--- src/rtl/lrfd_pkg.sv ---
// ----------------------------------------------------------------------------
// lrfd_pkg
// Shared types and constants of the flag-driven LZ/RLE decompressor.
// ----------------------------------------------------------------------------
package lrfd_pkg;

  localparam int HISTORY_DEPTH_DEF = 4096;
  localparam int OUTPUT_LANES_DEF  = 4;
  localparam int MAX_LANES         = 4;
  localparam int FLAG_COMMANDS     = 4;

  localparam logic [1:0] OP_FLAG  = 2'd0;
  localparam logic [1:0] OP_DATA  = 2'd1;
  localparam logic [1:0] OP_FRAME = 2'd2;

  localparam logic [1:0] ERR_NONE     = 2'd0;
  localparam logic [1:0] ERR_KIND     = 2'd1;
  localparam logic [1:0] ERR_DISTANCE = 2'd2;
  localparam logic [1:0] ERR_DONE     = 2'd3;

  localparam logic [1:0] CMD_LITERAL = 2'd0;
  localparam logic [1:0] CMD_LITRUN  = 2'd1;
  localparam logic [1:0] CMD_REPEAT  = 2'd2;
  localparam logic [1:0] CMD_COPY    = 2'd3;

  typedef enum logic [1:0] {
    KIND_FLAG,
    KIND_DATA,
    KIND_FRAME,
    KIND_BAD
  } kind_t;

  typedef enum logic [2:0] {
    PH_FLAG,
    PH_CMD,
    PH_LITRUN,
    PH_REPVAL,
    PH_COPYLO
  } phase_t;

  typedef enum logic [1:0] {
    S_IDLE,
    S_RD,
    S_WR
  } state_t;

  typedef struct packed {
    kind_t      kind;
    logic [7:0] value;
  } req_t;

  typedef struct packed {
    logic [MAX_LANES-1:0][7:0] lanes;
    logic [2:0]                count;
    logic                      want_flag;
    logic                      done;
    logic [1:0]                err;
    logic                      last;
  } res_t;

  function automatic int lanes_used(input int n);
    if (n > MAX_LANES) begin
      return MAX_LANES;
    end
    if (n < 1) begin
      return 1;
    end
    return n;
  endfunction

endpackage

--- src/rtl/lrfd_front.sv ---
// ----------------------------------------------------------------------------
// lrfd_front
// Accepts input requests, classifies their opcode and queues them.
// ----------------------------------------------------------------------------
module lrfd_front (
  input  logic           clk,
  input  logic           rst,
  input  logic           in_valid,
  output logic           in_ready,
  input  logic [1:0]     opcode,
  input  logic [7:0]     byte_value,
  output logic           q_valid,
  output lrfd_pkg::req_t q_req,
  input  logic           q_pop
);

  lrfd_pkg::req_t entries [2];
  logic           wr_ptr;
  logic           rd_ptr;
  logic [1:0]     count;
  lrfd_pkg::req_t classified;
  logic           push;

  always_comb begin
    classified.value = byte_value;
    case (opcode)
      lrfd_pkg::OP_FLAG:  classified.kind = lrfd_pkg::KIND_FLAG;
      lrfd_pkg::OP_DATA:  classified.kind = lrfd_pkg::KIND_DATA;
      lrfd_pkg::OP_FRAME: classified.kind = lrfd_pkg::KIND_FRAME;
      default:            classified.kind = lrfd_pkg::KIND_BAD;
    endcase
  end

  assign in_ready = (count != 2'd2);
  assign push     = in_valid && in_ready;
  assign q_valid  = (count != 2'd0);
  assign q_req    = entries[rd_ptr];

  always_ff @(posedge clk) begin
    if (push) begin
      entries[wr_ptr] <= classified;
    end
  end

  always_ff @(posedge clk) begin
    if (rst) begin
      wr_ptr <= 1'b0;
      rd_ptr <= 1'b0;
      count  <= 2'd0;
    end else begin
      if (push) begin
        wr_ptr <= ~wr_ptr;
      end
      if (q_pop) begin
        rd_ptr <= ~rd_ptr;
      end
      count <= count + 2'(push) - 2'(q_pop);
    end
  end

endmodule

--- config.mk ---
export PLATFORM = sky130hd
export DESIGN_NAME = lrfd_front
export DESIGN_NICKNAME = d
export VERILOG_FILES = /design/src/rtl/lrfd_pkg.sv /design/src/rtl/lrfd_front.sv
export SDC_FILE = /design/constraint.sdc
export NUM_CORES = 1
export LEC_CHECK = 0
export ABC_AREA = 1
export BUFFER_PORTS_ARGS = -buffer_cell sky130_fd_sc_hd__buf_2
export CAP_MARGIN = 40
export CORE_MARGIN = 2
export CORE_UTILIZATION = 50
export DETAILED_ROUTE_END_ITERATION = 10
export PLACE_DENSITY = 0.84
export SLEW_MARGIN = 25
export SYNTH_ARGS = -nofsm -noshare
export SYNTH_HDL_FRONTEND = slang
export SYNTH_SLANG_ARGS = --single-unit
--- constraint.sdc ---
create_clock -name clk -period 1.8 [get_ports clk]
set_input_delay 0.27 -clock clk [delete_from_list [all_inputs] [get_ports clk]]
set_output_delay 0.27 -clock clk [all_outputs]
set_load 0.1 [all_outputs]
* Word-level counts from Yosys, hierarchy flattened
Memories as Yosys holds them, arrays and structs flattened. A register that Yosys moved wholly into a read port is not among the register bits. Index checks and enable logic that the tools add are counted.
Word-level totals: latch bits 0, memories 1, word-level logic and storage cells 19, output and inout port bits 12, bits of input ports 14, memory bits (writable) 20, ROM bits 0, register bits after elaboration 4
Cells by class: bitwise logic cells 2, reduce and logical (&&, ||, !) cells 3, eq/ne operators 3, shifts and indexed selects 0, muxes and demuxes 5, multiply operators 0, divide/modulo/power cells 0, $lt $le $gt $ge 0, $add $sub $neg 2
Memory list:
- entries | words 2, width 10, read ports 1, clocked after Yosys merged registers in 1, wr ports 1, RTL line lrfd_front.sv:17 | lrfd_pkg::req_t entries [2];
Operators by type and width (count):
- $pmux 2 s3 | 1
- $mux 1 | 4
- $add 2x1->2 | 1
- $eq 2x1->1 const B | 1
- $eq 2x2->1 const B | 1
- $logic_not 2->1 | 1
- $ne 2x2->1 const B | 1
- $not 1->1 | 2
- $reduce_bool 2->1 | 1
- $sub 2x1->2 | 1
- $logic_and 1x1->1 | 1

* Depth between registers and ports, before layout
Gate-level depths: netlist of the first run.
word-level depth 4, gate-level depth with buffers 11

* Least setup slack after synthesis of the first run
OpenSTA, ideal clock, no wires.
path kind reg-to-reg, start register count[0], end memory entries[1][0] (netlist name), enable pin, cell stages (with the launch flop) 5, data arrival time 1.392 ns, setup time 0.376 ns, path slack 0.032 ns, data required time 1.424 ns, buffers on the path 0, period minus slack after synthesis 1.768 ns, cells stage by stage dfxtp_1 -> inv_1 -> nand2_2 -> nand2_4 -> nor2_1
On the way: word-level cells in the longest chain between the ends 4
Ends and longest elaborated chain:
- start: declaration | RTL line lrfd_front.sv:20 | logic [1:0] count;
- start signal: assignment | RTL line lrfd_front.sv:57 | count <= count + 2'(push) - 2'(q_pop);
- $ne 2x2->1 | RTL line lrfd_front.sv:34 | assign in_ready = (count != 2'd2);
- named net in_ready | RTL line lrfd_front.sv:9 | output logic in_ready,
- $logic_and 1x1->1 | RTL line lrfd_front.sv:35 | assign push = in_valid && in_ready;
- $mux 1 | RTL line lrfd_front.sv:40 | if (push) begin
- $mux 1 (not written as such) | RTL line lrfd_front.sv:41 | entries[wr_ptr] <= classified;
- end: declaration | RTL line lrfd_front.sv:17
The timed path passes the listed nets, and every way through them passes these cells.

==> impl_metrics.yaml, run 1 <==
finish:
  nets: 110
  layout_commonest_cell: "edfxtp_1"
  multi_input_area_um2: 267
  nFillCells: 146
  syn_to_final_growth_pct: 33.7
  drive_gt1_share_pct: 47.9
  antenna_cells: 0
  layout_common_cells: "edfxtp_1, buf_2, mux2_4, buf_12"
  seqCellArea_um2: 701
  fin_cells: 121
route:
  postRouteAntennaNets: 0
  drt-initial-drc-count: 8
  dr.pass1.iters: 3
  viasPerCell: 4.74
  drt_wl_total_um: 1630
  wl_per_cell_um: 13.5
  vias: 574
  drc: 0
yosys:
  syn-cell-area_um2: 1010
  ys_seq_area_share_pct: 69.5
  synth_fa_ha_area_share_pct: 1.24
  yosys.area_share.simple_pct: 7.20
  synth.distinct_cells: 15
  yosys-mux-area-fraction_pct: 14.9
  syn-num-nets: 80
  yosysWarnings: 0
  synth_xor_area_share_pct: 1.74
  synth_compound_area_share_pct: 1.36
  ys_seq_elements: 25
  syn_area_per_cell_um2: 15.5
  synth_top_family_by_area: "multiplexers"
  synth_cells: 65
global_route:
  grt_usage_pct: 14.9
  grt_max_degree: 15
  overflow: 0
  grt_pass1_vias: 610
  grt_antenna_before_repair: 0
  grt_pass1_wl_um: 2620
clock_network:
  cts_setup_buffers: 0
  h-tree-depth: 1
  clk_pin_slew_worst_paths_ns: 0.13
  cts_sinks: 25
  cts_tree: "yes"
  cts_max_path_buffers: 2
  hold_buffers: 0
  cts-resized-gates: 0
  cts_buffers: 3
  clk_latency_ns: 0.30
  cts_root_buf: "clkbuf_4"
critical_path:
  path_max_fanout: 10
  critical-path-max-stage-delay_ns: 0.34
  rrSetupSlack_ns: 0.48
  critPathArrivalTime_ns: 1.37
  cp_slowest_cell: "dfxtp_1"
  cpLargestDelayFamily: "buffers and inverters"
  cp_data_required_time_ns: 1.53
  rr_startpoint: "count[0]"
  r2r_end: "count[1]"
  endpoint_kind: "primary output"
  path_cells: "buf_4, mux2_4, buf_12"
  critPathLaunchType: "flip-flop"
  r2r_cells: 11
  path_class: "flip-flop to primary output"
  path_buf_inv: 2
sta:
  drv_slew: 0
  relSlewSlack_pct: 68.0
  rsz0062_at_grt: "no"
  setup_viol: 0
  max_freq_ghz: 0.608
  hold_violations: 0
  setup_tns_ns: 0
  worst_pin_slew_ns: 0.483
  min_period_ns: 1.64
  timing.final.crit_share_pct: 91.4
  fin_skew_ns: 0.00798
floorplan:
  io_pins: 26
  num_rows: 16
  core_area_um2: 1920
  dieArea_um2: 2390
  start_util_pct: 52.5
  die_h_um: 48.9
  die_w_um: 48.9
power_and_ir_drop:
  p_leak_nw: 0.564
  powerDensity_nw_per_um2: 1180
  peakVddDrop_v: 0.000748
worst_hold_path:
  hp-class: "input port to flip-flop"
  hold_path_startpoint: "byte_value[0]"
  hold_path_end: "entries[0][0]"
  hold_path_depth: 1
placement:
  io_buffers: 25
  dp_hpwl_um: 1330
  globalplace.congestion: 0.675
  dp_cells: 117
status:
  status: "completed"
flow_run:
  cap_violations: 0
-- how the worst max path moves through the flow --
stage / startpoint / endpoint / slack, ns / depth (start not counted)
floorplan: count[0] / entries[1][0] / 0.03 / 4
global placement: flip-flop / q_req[1] / 0.53 / 3
detailed placement: count[0] / count[1] / 0.48 / 11
CTS: flip-flop / q_req[6] / 0.13 / 3
global route: flip-flop / q_req[6] / 0.10 / 3
finish: flip-flop / q_req[6] / 0.16 / 3
-- final cells by class --
class / count / area share (%)
inverter: 6 / 1.67
clock inverter: 1 / 0.371
clock buffer: 3 / 1.67
timing repair buffer: 28 / 22.1
multi-input combinational: 31 / 19.8
sequential: 25 / 51.9
tap: 27 / 2.50
-- power breakdown --
part	internal [W]	switching (W)
combinational	0.000218	0.000433
sequential	0.000684	0.0000197
clock	0.0000828	0.000153
-- per-stage QoR --
stage | hold WS [ns] | setup WS, ns | area (µm²) | power [W] | util [%]
after floorplan | 0.332 | 0.0322 | 1010 | 0.00117 | -
final | 0.149 | 0.155 | 1350 | 0.00159 | 70.2
after CTS | 0.141 | 0.132 | 1350 | 0.00161 | 70.2
after global placement | 0.460 | 0.532 | 1320 | 0.00135 | 68.8
after detailed placement | 0.472 | 0.480 | 1320 | 0.00137 | 68.8
after global routing | 0.128 | 0.102 | 1350 | 0.00165 | 70.2
-- routing by layer --
metal | vias up | wire length [µm] | track usage (%)
li1 | 279 | - | -
met1 | 279 | 683 | 16.3
met2 | 16 | 881 | 27.9
met3 | 0 | 66 | 3.99
met4 | 0 | 0 | 4.29
met5 | - | 0 | 0
-- state kept, by name, summed over array words and instances (netlist names), named ones only --
signal	count
entries	20
rd_ptr	1
count	2
wr_ptr	1
-- cells in the mapped netlist --
cell	instances	area share, %
mux2_4	10	15
ha_1	1	1.2
buf_6	1	1.1
dfxtp_1	5	9.9
nand2_1	6	2.2
nand3_1	2	0.99
nor2_1	6	2.2
xnor2_1	2	1.7
clkbuf_1	2	0.74
a21oi_1	1	0.50
nand2_2	1	0.62
edfxtp_1	20	60
nand2_4	1	1.1
a21oi_2	1	0.87
inv_1	6	2.2
-- cell families (layout without fill, tap and decap cells) --
| group | Yosys count | after routing |
|---|---|---|
| flip-flops | 25 | 25 |
| adder cells (fa/ha/maj) | 1 | 1 |
| XOR/XNOR | 2 | 2 |
| AND/OR/NAND/NOR | 16 | 16 |
| multiplexers | 10 | 10 |
| buffers and inverters | 9 | 38 |
| AO/OA/AOI/OAI | 2 | 2 |
(Power assumes the default switching activity.)
==> run 2: changes to the inputs <==
--- a/config.mk
+++ b/config.mk
@@ -12,6 +12,7 @@
 export CORE_UTILIZATION = 50
 export DETAILED_ROUTE_END_ITERATION = 10
 export PLACE_DENSITY = 0.84
+export REMOVE_ABC_BUFFERS = 1
 export SLEW_MARGIN = 25
 export SYNTH_ARGS = -nofsm -noshare
 export SYNTH_HDL_FRONTEND = slang
==> impl_metrics.yaml, run 2 (same netlist as run 1, synthesis figures left out) <==
status:
  status: "completed"
finish:
  top_regs: "entries x20, count x2"
  antenna_cells: 0
  syn_to_final_growth_pct: 33.6
  largest_reg_flops: 20
  nets: 110
  fin_cells: 121
  fin_util_pct: 70.1
  top_register: "entries"
  layout_common_cells: "edfxtp_1, buf_2, mux2_4, buf_12"
  layout_commonest_cell: "edfxtp_1"
  drive_gt1_share_pct: 46.8
critical_path:
  cp_data_required_time_ns: 1.53
  r2r_end: "count[1]"
  endpoint_kind: "primary output"
  path_class: "flip-flop to primary output"
  critPathLaunchType: "flip-flop"
  rr_startpoint: "count[0]"
  r2r_cells: 11
  critPathArrivalTime_ns: 1.37
  path_max_fanout: 10
  rrSetupSlack_ns: 0.42
clock_network:
  cts_max_path_buffers: 2
  h-tree-depth: 1
  cts_setup_buffers: 0
  cts_root_buf: "clkbuf_4"
  hold_buffers: 0
  cts-resized-gates: 0
  clk_pin_slew_worst_paths_ns: 0.12
  cts_buffers: 3
  clk_latency_ns: 0.31
  cts_tree: "yes"
  cts_sinks: 25
power_and_ir_drop:
  switching_share_pct: 38.1
  p_comb_share_pct: 40.9
  power_frac_seq_pct: 44.2
  peakVddDrop_v: 0.000858
  p_leak_nw: 0.561
  power_switching_w: 0.000607
  pwr-share-clk_pct: 15.0
  powerDensity_nw_per_um2: 1180
  internal_power_w: 0.000989
route:
  drt_wl_total_um: 1660
  drt-initial-drc-count: 4
  drc: 0
  postRouteAntennaNets: 0
  wl_per_cell_um: 13.7
  viasPerCell: 4.73
  vias: 572
  dr.pass1.iters: 2
sta:
  drv_slew: 0
  relSlewSlack_pct: 67.9
  setup_viol: 0
  min_period_ns: 1.64
  rsz0062_at_grt: "no"
  max_freq_ghz: 0.609
  worst_pin_slew_ns: 0.484
  setup_tns_ns: 0
  hold_violations: 0
  timing.final.crit_share_pct: 91.3
  fin_skew_ns: 0.00113
placement:
  io_buffers: 25
  dp_cells: 117
  dp_hpwl_um: 1310
  globalplace.congestion: 0.630
global_route:
  grt_pass1_vias: 610
  overflow: 0
  grt_usage_pct: 15.6
  grt_max_degree: 14
  grt_pass1_wl_um: 2640
  grt_antenna_before_repair: 0
floorplan:
  die_h_um: 48.9
  io_pins: 26
  num_rows: 16
  die_w_um: 48.9
  start_util_pct: 52.5
  core_area_um2: 1920
  dieArea_um2: 2390
flow_run:
  cap_violations: 0
worst_hold_path:
  hold_path_depth: 1
  hold_path_end: "entries[1][5]"
  hp-class: "input port to flip-flop"
  hold_path_startpoint: "byte_value[5]"
-- run 2: changes by cell type in the layout (fill, tap and decap cells not counted), sizes merged --
| cell | change |
|---|---|
| clkbuf | +1 |
| clkinv | -1 |
-- run 2: how the worst max path moves through the flow --
stage	start	endpoint	slack (ns)	depth (start not counted)
CTS	flip-flop	q_req[0]	0.14	3
global placement	flip-flop	q_req[5]	0.53	3
finish	flip-flop	q_req[0]	0.16	3
floorplan	count[0]	entries[1][0]	0.03	4
global route	flip-flop	q_req[5]	0.09	3
detailed placement	count[0]	count[1]	0.43	11
-- run 2: stage by stage --
| stage | area, µm² | worst slack (ns) | total power, W | hold slack [ns] |
|---|---|---|---|---|
| after floorplan | 990 | 0.0322 | 0.00117 | 0.332 |
| after global placement | 1320 | 0.529 | 0.00135 | 0.460 |
| after detailed placement | 1320 | 0.429 | 0.00138 | 0.463 |
| after CTS | 1350 | 0.143 | 0.00161 | 0.123 |
| after global routing | 1350 | 0.0935 | 0.00166 | 0.112 |
| final | 1350 | 0.157 | 0.00160 | 0.139 |
-- run 2: cell type report --
type / count / area [µm²]
timing repair buffer: 28 / 298
sequential: 25 / 701
tap: 27 / 33.8
inverter: 6 / 22.5
multi-input combinational: 31 / 267
fill: 144 / 574
clock buffer: 4 / 26.3
-- run 2: power by group through the flow --
stage	Sequential [W]	Clock, W	Combinational [W]
global placement	0.000713	0	0.000641
global route	0.000709	0.000271	0.000679
floorplan	0.000721	0	0.000447
detailed placement	0.000719	0	0.000658
CTS	0.000705	0.000250	0.000658
finish	0.000705	0.000239	0.000652
-- run 2: layer usage --
metal	routed length, µm	track usage, %
met1	605	13.5
met4	28	8.57
met2	935	30.6
met5	0	0
met3	94	4.91
-- run 2: critical path: stages (launching register included) --
cell and delay, ns:
dfxtp_1 0.33, buf_4 0.21, mux2_4 0.34, buf_12 0.17
